==> config.mk <==
export PLATFORM = sky130hd
export DESIGN_NAME = scancode_set1_keyboard_decoder
export DESIGN_NICKNAME = d
export VERILOG_FILES = /design/src/rtl/core/scd_pkg.sv /design/src/rtl/core/scd_regs.sv /design/src/rtl/core/scd_keys.sv /design/src/rtl/core/scd_fifo.sv /design/src/rtl/core/scancode_set1_keyboard_decoder.sv
export SDC_FILE = /design/constraint.sdc
export NUM_CORES = 2
export LEC_CHECK = 0
export BUFFER_PORTS_ARGS = -buffer_cell sky130_fd_sc_hd__buf_2
export CORE_MARGIN = 8
export CORE_UTILIZATION = 63
export CTS_CLUSTER_SIZE = 20
export DETAILED_ROUTE_END_ITERATION = 10
export PLACE_DENSITY = 0.8
export SETUP_SLACK_MARGIN = 0.05
export SLEW_MARGIN = 10
export SYNTH_ARGS = -nofsm -noshare
export SYNTH_HDL_FRONTEND = slang
export SYNTH_HIERARCHICAL = 1
export SYNTH_SLANG_ARGS = --single-unit
==> constraint.sdc <==
create_clock -name clk -period 26.8 [get_ports clk]
set_input_delay 2.68 -clock clk [delete_from_list [all_inputs] [get_ports clk]]
set_output_delay 2.68 -clock clk [all_outputs]
set_load 0.02 [all_outputs]
==> src/rtl/core/scd_pkg.sv <==
package scd_pkg;

  localparam int FIFO_DEPTH = 256;
  localparam int FIFO_AW    = $clog2(FIFO_DEPTH);

  // item actions
  localparam logic [1:0] ACT_SCAN = 2'd0;
  localparam logic [1:0] ACT_TICK = 2'd1;
  localparam logic [1:0] ACT_READ = 2'd2;

  // register indexes
  localparam logic REG_DELAY = 1'b0;
  localparam logic REG_RATE  = 1'b1;

  localparam logic [15:0] REPEAT_DELAY_RST = 16'd50;
  localparam logic [15:0] REPEAT_RATE_RST  = 16'd3;

  localparam logic [7:0] SC_EXT_PREFIX = 8'hE0;
  localparam logic [6:0] SC_LSHIFT     = 7'h2A;
  localparam logic [6:0] SC_RSHIFT     = 7'h36;
  localparam logic [6:0] CH_PRINT_MIN  = 7'd32;
  localparam logic [6:0] NO_KEY        = 7'd0;

  typedef struct packed {
    logic [15:0] repeat_delay;
    logic [15:0] repeat_rate;
  } cfg_t;

  typedef struct packed {
    logic       valid;
    logic [6:0] ch;
  } push_t;

  function automatic logic [6:0] plain_map(input logic [6:0] code);
    logic [6:0] ch;
    case (code)
      7'd1:  ch = 7'h1B;
      7'd2:  ch = 7'h31;
      7'd3:  ch = 7'h32;
      7'd4:  ch = 7'h33;
      7'd5:  ch = 7'h34;
      7'd6:  ch = 7'h35;
      7'd7:  ch = 7'h36;
      7'd8:  ch = 7'h37;
      7'd9:  ch = 7'h38;
      7'd10: ch = 7'h39;
      7'd11: ch = 7'h30;
      7'd12: ch = 7'h2D;
      7'd13: ch = 7'h3D;
      7'd14: ch = 7'h08;
      7'd15: ch = 7'h09;
      7'd16: ch = 7'h71;
      7'd17: ch = 7'h77;
      7'd18: ch = 7'h65;
      7'd19: ch = 7'h72;
      7'd20: ch = 7'h74;
      7'd21: ch = 7'h79;
      7'd22: ch = 7'h75;
      7'd23: ch = 7'h69;
      7'd24: ch = 7'h6F;
      7'd25: ch = 7'h70;
      7'd26: ch = 7'h5B;
      7'd27: ch = 7'h5D;
      7'd28: ch = 7'h0A;
      7'd30: ch = 7'h61;
      7'd31: ch = 7'h73;
      7'd32: ch = 7'h64;
      7'd33: ch = 7'h66;
      7'd34: ch = 7'h67;
      7'd35: ch = 7'h68;
      7'd36: ch = 7'h6A;
      7'd37: ch = 7'h6B;
      7'd38: ch = 7'h6C;
      7'd39: ch = 7'h3B;
      7'd40: ch = 7'h27;
      7'd41: ch = 7'h60;
      7'd43: ch = 7'h5C;
      7'd44: ch = 7'h7A;
      7'd45: ch = 7'h78;
      7'd46: ch = 7'h63;
      7'd47: ch = 7'h76;
      7'd48: ch = 7'h62;
      7'd49: ch = 7'h6E;
      7'd50: ch = 7'h6D;
      7'd51: ch = 7'h2C;
      7'd52: ch = 7'h2E;
      7'd53: ch = 7'h2F;
      7'd55: ch = 7'h2A;
      7'd57: ch = 7'h20;
      7'd85: ch = 7'h2D;
      7'd87: ch = 7'h2B;
      default: ch = 7'h00;
    endcase
    return ch;
  endfunction

  function automatic logic [6:0] shift_map(input logic [6:0] code);
    logic [6:0] ch;
    case (code)
      7'd1:  ch = 7'h1B;
      7'd2:  ch = 7'h21;
      7'd3:  ch = 7'h40;
      7'd4:  ch = 7'h23;
      7'd5:  ch = 7'h24;
      7'd6:  ch = 7'h25;
      7'd7:  ch = 7'h5E;
      7'd8:  ch = 7'h26;
      7'd9:  ch = 7'h2A;
      7'd10: ch = 7'h28;
      7'd11: ch = 7'h29;
      7'd12: ch = 7'h5F;
      7'd13: ch = 7'h2B;
      7'd14: ch = 7'h08;
      7'd15: ch = 7'h09;
      7'd16: ch = 7'h51;
      7'd17: ch = 7'h57;
      7'd18: ch = 7'h45;
      7'd19: ch = 7'h52;
      7'd20: ch = 7'h54;
      7'd21: ch = 7'h59;
      7'd22: ch = 7'h55;
      7'd23: ch = 7'h49;
      7'd24: ch = 7'h4F;
      7'd25: ch = 7'h50;
      7'd26: ch = 7'h7B;
      7'd27: ch = 7'h7D;
      7'd28: ch = 7'h0A;
      7'd30: ch = 7'h41;
      7'd31: ch = 7'h53;
      7'd32: ch = 7'h44;
      7'd33: ch = 7'h46;
      7'd34: ch = 7'h47;
      7'd35: ch = 7'h48;
      7'd36: ch = 7'h4A;
      7'd37: ch = 7'h4B;
      7'd38: ch = 7'h4C;
      7'd39: ch = 7'h3A;
      7'd40: ch = 7'h22;
      7'd41: ch = 7'h7E;
      7'd43: ch = 7'h7C;
      7'd44: ch = 7'h5A;
      7'd45: ch = 7'h58;
      7'd46: ch = 7'h43;
      7'd47: ch = 7'h56;
      7'd48: ch = 7'h42;
      7'd49: ch = 7'h4E;
      7'd50: ch = 7'h4D;
      7'd51: ch = 7'h3C;
      7'd52: ch = 7'h3E;
      7'd53: ch = 7'h3F;
      7'd55: ch = 7'h2A;
      7'd57: ch = 7'h20;
      7'd85: ch = 7'h2D;
      7'd87: ch = 7'h2B;
      default: ch = 7'h00;
    endcase
    return ch;
  endfunction

endpackage

==> src/rtl/core/scd_regs.sv <==
module scd_regs
  import scd_pkg::*;
(
  input  logic        clk,
  input  logic        rst_n,
  input  logic        psel,
  input  logic        penable,
  input  logic        pwrite,
  input  logic [2:0]  paddr,
  input  logic [31:0] pwdata,
  output logic [31:0] prdata,
  output logic        pready,
  output cfg_t        cfg
);

  logic [15:0] repeat_delay_r;
  logic [15:0] repeat_rate_r;
  logic        wr_en;

  assign pready = 1'b1;
  assign wr_en  = psel & penable & pwrite;

  // low address bits are ignored, paddr[2] picks the register
  always_ff @(posedge clk) begin
    if (!rst_n) begin
      repeat_delay_r <= REPEAT_DELAY_RST;
      repeat_rate_r  <= REPEAT_RATE_RST;
    end else if (wr_en) begin
      case (paddr[2])
        REG_DELAY: repeat_delay_r <= pwdata[15:0];
        REG_RATE:  repeat_rate_r  <= pwdata[15:0];
        default: ;
      endcase
    end
  end

  always_comb begin
    case (paddr[2])
      REG_DELAY: prdata = {16'h0000, repeat_delay_r};
      REG_RATE:  prdata = {16'h0000, repeat_rate_r};
      default:   prdata = 32'h0;
    endcase
  end

  assign cfg.repeat_delay = repeat_delay_r;
  assign cfg.repeat_rate  = repeat_rate_r;

endmodule

==> src/rtl/core/scd_keys.sv <==
module scd_keys
  import scd_pkg::*;
(
  input  logic       clk,
  input  logic       rst_n,
  input  logic       en,
  input  logic [1:0] action,
  input  logic [7:0] scan_byte,
  input  cfg_t       cfg,
  output push_t      push
);

  logic        shift_r, shift_nxt;
  logic        ext_r, ext_nxt;
  logic [6:0]  key_r, key_nxt;
  logic [15:0] cnt_r, cnt_nxt;
  logic [6:0]  code;
  logic [6:0]  look_code;
  logic [6:0]  look_ch;

  assign code = scan_byte[6:0];

  // ticks look up the held key, bytes look up their own code
  assign look_code = (action == ACT_TICK) ? key_r : code;
  assign look_ch   = shift_r ? shift_map(look_code) : plain_map(look_code);

  always_comb begin
    shift_nxt  = shift_r;
    ext_nxt    = ext_r;
    key_nxt    = key_r;
    cnt_nxt    = cnt_r;
    push.valid = 1'b0;
    push.ch    = look_ch;
    if (en) begin
      case (action)
        ACT_SCAN: begin
          if (scan_byte == SC_EXT_PREFIX) begin
            ext_nxt = 1'b1;
          end else if (scan_byte[7]) begin
            if (code == SC_LSHIFT || code == SC_RSHIFT) shift_nxt = 1'b0;
            if (code == key_r) key_nxt = NO_KEY;
            ext_nxt = 1'b0;
          end else if (code == SC_LSHIFT || code == SC_RSHIFT) begin
            shift_nxt = 1'b1;
            ext_nxt   = 1'b0;
          end else if (ext_r) begin
            ext_nxt = 1'b0;
          end else if (look_ch != 7'd0 && code != key_r) begin
            push.valid = 1'b1;
            if (look_ch >= CH_PRINT_MIN) begin
              key_nxt = code;
              cnt_nxt = cfg.repeat_delay;
            end else begin
              key_nxt = NO_KEY;
            end
          end
        end
        ACT_TICK: begin
          if (key_r != NO_KEY) begin
            if (cnt_r > 16'd1) begin
              cnt_nxt = cnt_r - 16'd1;
            end else begin
              push.valid = (look_ch >= CH_PRINT_MIN);
              cnt_nxt    = cfg.repeat_rate;
            end
          end
        end
        default: ;
      endcase
    end
  end

  always_ff @(posedge clk) begin
    if (!rst_n) begin
      shift_r <= 1'b0;
      ext_r   <= 1'b0;
      key_r   <= NO_KEY;
      cnt_r   <= 16'd0;
    end else begin
      shift_r <= shift_nxt;
      ext_r   <= ext_nxt;
      key_r   <= key_nxt;
      cnt_r   <= cnt_nxt;
    end
  end

endmodule

==> src/rtl/core/scd_fifo.sv <==
module scd_fifo
  import scd_pkg::*;
(
  input  logic       clk,
  input  logic       rst_n,
  input  push_t      push,
  input  logic       rd_en,
  output logic       rd_hit,
  output logic [6:0] rd_data_r
);

  localparam logic [FIFO_AW-1:0] PTR_LAST = FIFO_AW'(FIFO_DEPTH - 1);

  logic [6:0]         mem [FIFO_DEPTH];
  logic [FIFO_AW-1:0] head_r, head_nxt;
  logic [FIFO_AW-1:0] tail_r, tail_nxt;
  logic [FIFO_AW-1:0] head_inc;
  logic [FIFO_AW-1:0] tail_inc;
  logic               full;
  logic               wr_en;

  assign head_inc = (head_r == PTR_LAST) ? '0 : head_r + 1'b1;
  assign tail_inc = (tail_r == PTR_LAST) ? '0 : tail_r + 1'b1;
  // one slot stays empty so full and empty differ
  assign full     = (head_inc == tail_r);
  assign rd_hit   = (head_r != tail_r);
  assign wr_en    = push.valid & ~full;

  assign head_nxt = wr_en ? head_inc : head_r;
  assign tail_nxt = (rd_en && rd_hit) ? tail_inc : tail_r;

  always_ff @(posedge clk) begin
    if (!rst_n) begin
      head_r <= '0;
      tail_r <= '0;
    end else begin
      head_r <= head_nxt;
      tail_r <= tail_nxt;
    end
  end

  always_ff @(posedge clk) begin
    if (wr_en) mem[head_r] <= push.ch;
  end

  always_ff @(posedge clk) begin
    if (rd_en) rd_data_r <= mem[tail_r];
  end

endmodule

==> src/rtl/core/scancode_set1_keyboard_decoder.sv <==
// Set-1 scancode decoder: one event per beat (scancode byte, timer tick or
// character read), accepted every cycle while the result path is not backed
// up. Shift and E0 prefix tracking, table lookup and auto-repeat counting
// settle in the accept cycle; characters land in a 256-entry ring buffer
// that keeps at most 255 and drops pushes when full. A read's beat passes
// through the buffer's registered read port, then the output register.
// Only reads produce output beats; an empty buffer returns char_valid 0
// with char_code 0. The buffer needs no clearing after reset. Write
// repeat_delay and repeat_rate only while no read is in flight.
module scancode_set1_keyboard_decoder
  import scd_pkg::*;
(
  input  logic        clk,
  input  logic        rst_n,
  input  logic        in_valid,
  output logic        in_ready,
  input  logic [1:0]  in_action,
  input  logic [7:0]  in_scan_byte,
  output logic        out_valid,
  input  logic        out_ready,
  output logic        out_char_valid,
  output logic [6:0]  out_char_code,
  input  logic        psel,
  input  logic        penable,
  input  logic        pwrite,
  input  logic [2:0]  paddr,
  input  logic [31:0] pwdata,
  output logic [31:0] prdata,
  output logic        pready
);

  cfg_t        cfg;
  push_t       push;
  logic        accept;
  logic        rd_en;
  logic        rd_hit;
  logic [6:0]  rd_data_r;
  logic        s1_valid_r, s1_valid_nxt;
  logic        s1_hit_r;
  logic        s1_adv;
  logic        out_valid_r;
  logic        out_char_valid_r;
  logic [6:0]  out_char_code_r;

  assign s1_adv   = ~out_valid_r | out_ready;
  assign in_ready = ~s1_valid_r | s1_adv;
  assign accept   = in_valid & in_ready;
  assign rd_en    = accept & (in_action == ACT_READ);

  scd_regs u_regs (
    .clk     (clk),
    .rst_n   (rst_n),
    .psel    (psel),
    .penable (penable),
    .pwrite  (pwrite),
    .paddr   (paddr),
    .pwdata  (pwdata),
    .prdata  (prdata),
    .pready  (pready),
    .cfg     (cfg)
  );

  scd_keys u_keys (
    .clk       (clk),
    .rst_n     (rst_n),
    .en        (accept),
    .action    (in_action),
    .scan_byte (in_scan_byte),
    .cfg       (cfg),
    .push      (push)
  );

  scd_fifo u_fifo (
    .clk       (clk),
    .rst_n     (rst_n),
    .push      (push),
    .rd_en     (rd_en),
    .rd_hit    (rd_hit),
    .rd_data_r (rd_data_r)
  );

  // read stage waits on the buffer's registered data
  assign s1_valid_nxt = rd_en | (s1_valid_r & ~s1_adv);

  always_ff @(posedge clk) begin
    if (!rst_n) begin
      s1_valid_r  <= 1'b0;
      out_valid_r <= 1'b0;
    end else begin
      s1_valid_r <= s1_valid_nxt;
      if (s1_adv) out_valid_r <= s1_valid_r;
    end
  end

  always_ff @(posedge clk) begin
    if (rd_en) s1_hit_r <= rd_hit;
    if (s1_adv && s1_valid_r) begin
      out_char_valid_r <= s1_hit_r;
      out_char_code_r  <= s1_hit_r ? rd_data_r : 7'd0;
    end
  end

  assign out_valid      = out_valid_r;
  assign out_char_valid = out_char_valid_r;
  assign out_char_code  = out_char_code_r;

endmodule

# Word level (Yosys, flattened, before mapping)
# Memory sizes are Yosys's and may differ from the RTL's. A register that Yosys moved wholly into a read port is not among the register bits.
# Index checks and enable logic that the tools add are counted.
# W data, S select, Z words.
# totals
mem_count,3
wordCells,107
mem_bits_ro,1792
ram_bits,1792
output_inout_bits,43
regBits,84
# memory_table
name,depth,width,read_ports,rd_ports_with_merged_regs,wr,line_no,text
u_fifo.mem,256,7,1,1,1,scd_fifo.sv:14,logic [6:0] mem [FIFO_DEPTH];
(name not given),128,7,1,0,0,scd_pkg.sv:36,case (code)
(name not given),128,7,1,0,0,scd_pkg.sv:99,case (code)
# classes
add_sub_neg,3
mux,35
bitwise,15
n_eq_ne,21
n_reduce_logical,15
magnitude_cmp,2
# ops
cell,n
$mux W16,8
$pmux W32 S2,1
$mux W7,8
$pmux W16 S2,1
$eq A8 B8 Y1 const B,3
$add A8 B1 Y8 const B,2
$gt A16 B1 Y1 const B,1
$mux W8,2
$sub A16 B1 Y16 const B,1
$eq A7 B6 Y1 const B,2
$mux W1,14
$ne A2 B2 Y1 const B,7
$reduce_bool A7 Y1,2
$reduce_and A9 Y1,1
$eq A8 B8 Y1,1
$ne A8 B8 Y1,1
$eq A7 B7 Y1,1
$ge A7 B6 Y1 const B,1
$ne A7 B7 Y1,1
$reduce_and A7 Y1,1
$and A1 B1 Y1,6
$ne A2 B1 Y1 const B,3
$not A1 Y1,6
$reduce_and A2 Y1,3
other kinds (9),14

# Logic depth before layout (Yosys ltp)
# An unclocked memory read counts as a cell.
# logic_depth
word_depth,16
mapped_depth,19

# Modules after synthesis
# The synthesis kept the hierarchy.
# modules_own_cells
mod,area_each_um2,cells_per_inst,seq_area_each_um2,n_inst
scd_fifo,70707.8,3501,54342.1,1
scd_keys,3803.6,486,500.5,1
scd_regs,1599.0,163,640.6,1
scancode_set1_keyboard_decoder,426.7,26,310.3,1

# Least setup slack after synthesis
# Ideal clock, no wire load.
# synth_path
kind,input-to-reg
from,input in_action[1]
to,"memory u_fifo.mem[0][3], data pin"
path_slack_ns,5.296
path_stages,10
path_buffers,2
arrival_ns,18.545
cell_sequence,nand2b_1 -> buf_6 -> buf_12 -> mux2_4 -> inv_1 -> ha_1 -> mux2i_1 -> a221oi_1 -> a211oi_1 -> o41ai_1
# synth_lines
element,line_no,text
"start, declared",scancode_set1_keyboard_decoder.sv:17,"input logic [1:0] in_action,"
"end, declared",scd_fifo.sv:14,

==> reports/metrics.cfg <==
[worst_setup_path]
critPathCaptureType = flip-flop
crit_arrival_ps = 10830
crit_required_ps = 27200
startpoint_type = input port
cp_max_fo = 90
path_class = input port to flip-flop

[die]
die_h_um = 364.6
dieArea_um2 = 132900
io-pin-count = 95
row_count = 128
initial_core_util_pct = 63.13
core_area_um2 = 121200
fp.dieW_um = 364.6

[sta]
final_hold_viol_count = 0
period_share_pct = 38.92
fmax_ghz = 0.09586
fin_tns_setup_ps = 0
setup_slack_ps = 16370
finClkSkew_ps = 62.82
maxSlewViolCount = 0
whs_ps = 464.6
tightest_slew_ps = 1388
period_needed_ps = 10430
grt_setup_unrepaired = false
setup_violations = 0
slew-limit-headroom_pct = 7.213

[yosys]
synth-seq-area-share_pct = 72.90
yosys-top-cells-area = edfxtp_1, mux4_2, mux2i_1, dfxtp_1, nor2_1
synth_ff_type = edfxtp_1
synthCells = 4176
synthArstFlopShare_pct = 0
synth_cell_types = 103
ys_warn_count = 6
synth_top_area_share_pct = 70.94
synth_edf_count = 1808
yosys_register_bits = 1883
synth_top_area_cell = edfxtp_1
netlist_area_um2 = 76540
avgSynthCellArea_um2 = 18.33

[finish]
fin_util_pct = 69.06
nets = 4276
drive_gt1_share_pct = 19.38
area_growth_syn_to_layout_pct = 9.387
nFillCells = 7150
stdcell_area_um2 = 83720

[clocking]
cts_resized = 0
ctsHoldBuffers = 0
cts_buffers = 178
post_cts_buffers = 0
clk_pin_slew_ps = 60
clock_latency_ps = 810
clock_path_buffers = 3
clock_sinks = 1883
cts-root-buf = clkbuf_16
cts_tree = yes
htreeDepth = 4

[placed_design]
place_congestion = 0.8998
dp_slack_ps = 15680
dp_hpwl_um = 109800
port_buffers = 59
postPlaceCellArea_um2 = 78190

[pwr]
p_leak_uw = 0.02549
p_switching_uw = 1249
p_seq_share_pct = 55.6
power.share.clock_pct = 40.5
power_frac_comb_pct = 3.9
swShare_pct = 20.97
ir_worst_vdd_mv = 0.07323
p_int_uw = 4708
power_density_nw_per_um2 = 71.16

[routing]
wirelength_um = 192700
wl_per_cell_um = 32.28
drc_errors = 0
via_count = 41910
drt_first_iter_violations = 6225
routed_via_density = 7.021
first_pass_iters = 5
drtAntennaViolNets = 0

[grt]
grt_max_degree = 232
antenna_found_initial = 6
grt_pass1_wl_um = 279600
grt_pass1_vias = 41510
grt_overflow = 0
grt_usage_pct = 28.68

[hold_path]
holdCritPathClass = flip-flop to flip-flop

[status]
status = complete, no violations

[job]
drv_cap = 0

critical path, stage by stage:
cell,delay [ps]
buf_2,340
nand2b_2,190
buf_4,640
a21o_1,380
inv_1,240
ha_1,390
or3_1,420
a31oi_1,310
o22ai_1,190
o32ai_4,220
buf_4,800
a21oi_2,160
and3_1,210
o22ai_1,380
inv_1,200
a41oi_2,500
buf_4,360
nand4_1,920
buf_4,590
nor2_1,640
through the flow:
stage                     power [µW]  instances
after floorplan                 3543       4191
after global placement          3593       5649
after detailed placement        3605       5649
after CTS                       5977       5965
after global routing            6101       5965
final                           5958       5969
flip-flops by register name (all words and copies together), names as in the netlist:
signal,flops
u_fifo/mem,1792
u_fifo/head_r,8
s1_valid_r,1
s1_hit_r,1
u_keys/key_r,7
out_valid,1
u_keys/ext_r,1
out_char_code,7
u_fifo/rd_data_r,7
u_regs/repeat_delay_r,16
u_regs/repeat_rate_r,16
out_char_valid,1
u_keys/cnt_r,16
u_fifo/tail_r,8
u_keys/shift_r,1
metal layers:
layer	global-route usage (%)	routed length (µm)
met3	7.053	24450
met1	38.67	67640
met4	13.19	9691
met2	44.81	90860
met5	0	13
cells in the final DEF, fill, tap and decap left out, drive strengths merged, types with 23 or more instances in the layout:
cell type / count
nor2: 334
a21oi: 97
mux2: 29
o221ai: 32
mux2i: 227
o22ai: 33
mux4: 375
xnor2: 23
a211oi: 50
nand3: 57
dfxtp: 75
o21ai: 65
clkbuf: 223
nand2: 150
inv: 38
clkinv: 71
a221oi: 55
nor3: 32
buf: 127
edfxtp: 1808
a22oi: 68
a22o: 23
nor2b: 34
cell families (layout without fill, tap and decap cells):
kind of cell / Yosys count / count (layout) / synth area share [%]
DFF: 1883 / 1883 / 72.90
and+or+nand+nor: 727 / 727 / 4.456
muxes: 631 / 631 / 14.48
AOI/OAI and AO/OA: 545 / 545 / 5.262
buffers and inverters: 325 / 474 / 2.073
xor gates and xnor gates: 43 / 43 / 0.4921
adders and majority gates: 20 / 20 / 0.3270
other: 2 / 21 / 0.009812
final cells by class:
type | count | area (µm²) | share of cell area (%)
Tap cell | 1625 | 2033 | 2.429
Multi-Input combinational cell | 1983 | 19340 | 23.10
Clock buffer | 223 | 4696 | 5.609
Timing Repair Buffer | 127 | 880.8 | 1.052
Clock inverter | 93 | 824.5 | 0.9849
Sequential cell | 1883 | 55810 | 66.66
Antenna cell | 4 | 10.01 | 0.01196
Inverter | 31 | 123.9 | 0.1480
cells in the mapped netlist, types with 6 or more instances:
cell and instances:
nand4_1 18, o31ai_1 9, o32ai_1 7, o22ai_1 33
and2_1 15, mux4_2 375, buf_4 44, o41ai_1 10
nand3_1 57, nor3_1 29, ha_1 20, nor2_1 334
a2111oi_0 11, nor4_1 8, o21ai_0 54, clkbuf_1 129
nand3b_1 7, nand2_1 150, a31oi_1 20, xnor2_1 23
a211oi_2 14, dfxtp_1 75, a221oi_1 55, a21oi_1 92
edfxtp_1 1808, buf_6 9, mux2i_1 225, mux2_2 23
nor2b_1 33, nand2b_1 13, a22oi_1 68, xor2_1 20
a211oi_1 36, o21ai_1 9, o21a_1 8, o221ai_1 32
a22o_1 23, o211ai_1 9, and3_1 14, a311oi_1 6
buf_2 81, inv_1 29, buf_1 29
power groups by stage:
| stage | Clock, µW | Sequential [µW] | Combinational [µW] |
|---|---|---|---|
| 5_1_grt | 2540 | 3310 | 249 |
| 4_1_cts | 2430 | 3310 | 232 |
| 6_report | 2410 | 3310 | 233 |
| 3_3_place_gp | 0 | 3370 | 220 |
| 2_1_floorplan | 0 | 3400 | 139 |
| 3_5_place_dp | 0 | 3370 | 231 |
final timing paths:
check              startpoint                 end  slack, ps  cells after the start
max              in_action[1]  u_fifo/mem[222][6]      16370                     20
min          u_keys/cnt_r[11]    u_keys/cnt_r[11]        460                      2
max reg2reg   u_keys/key_r[0]  u_fifo/mem[222][6]      18740                     18
min reg2reg  u_keys/cnt_r[11]    u_keys/cnt_r[11]        460                      2
Power figures use the tool's default switching activity.
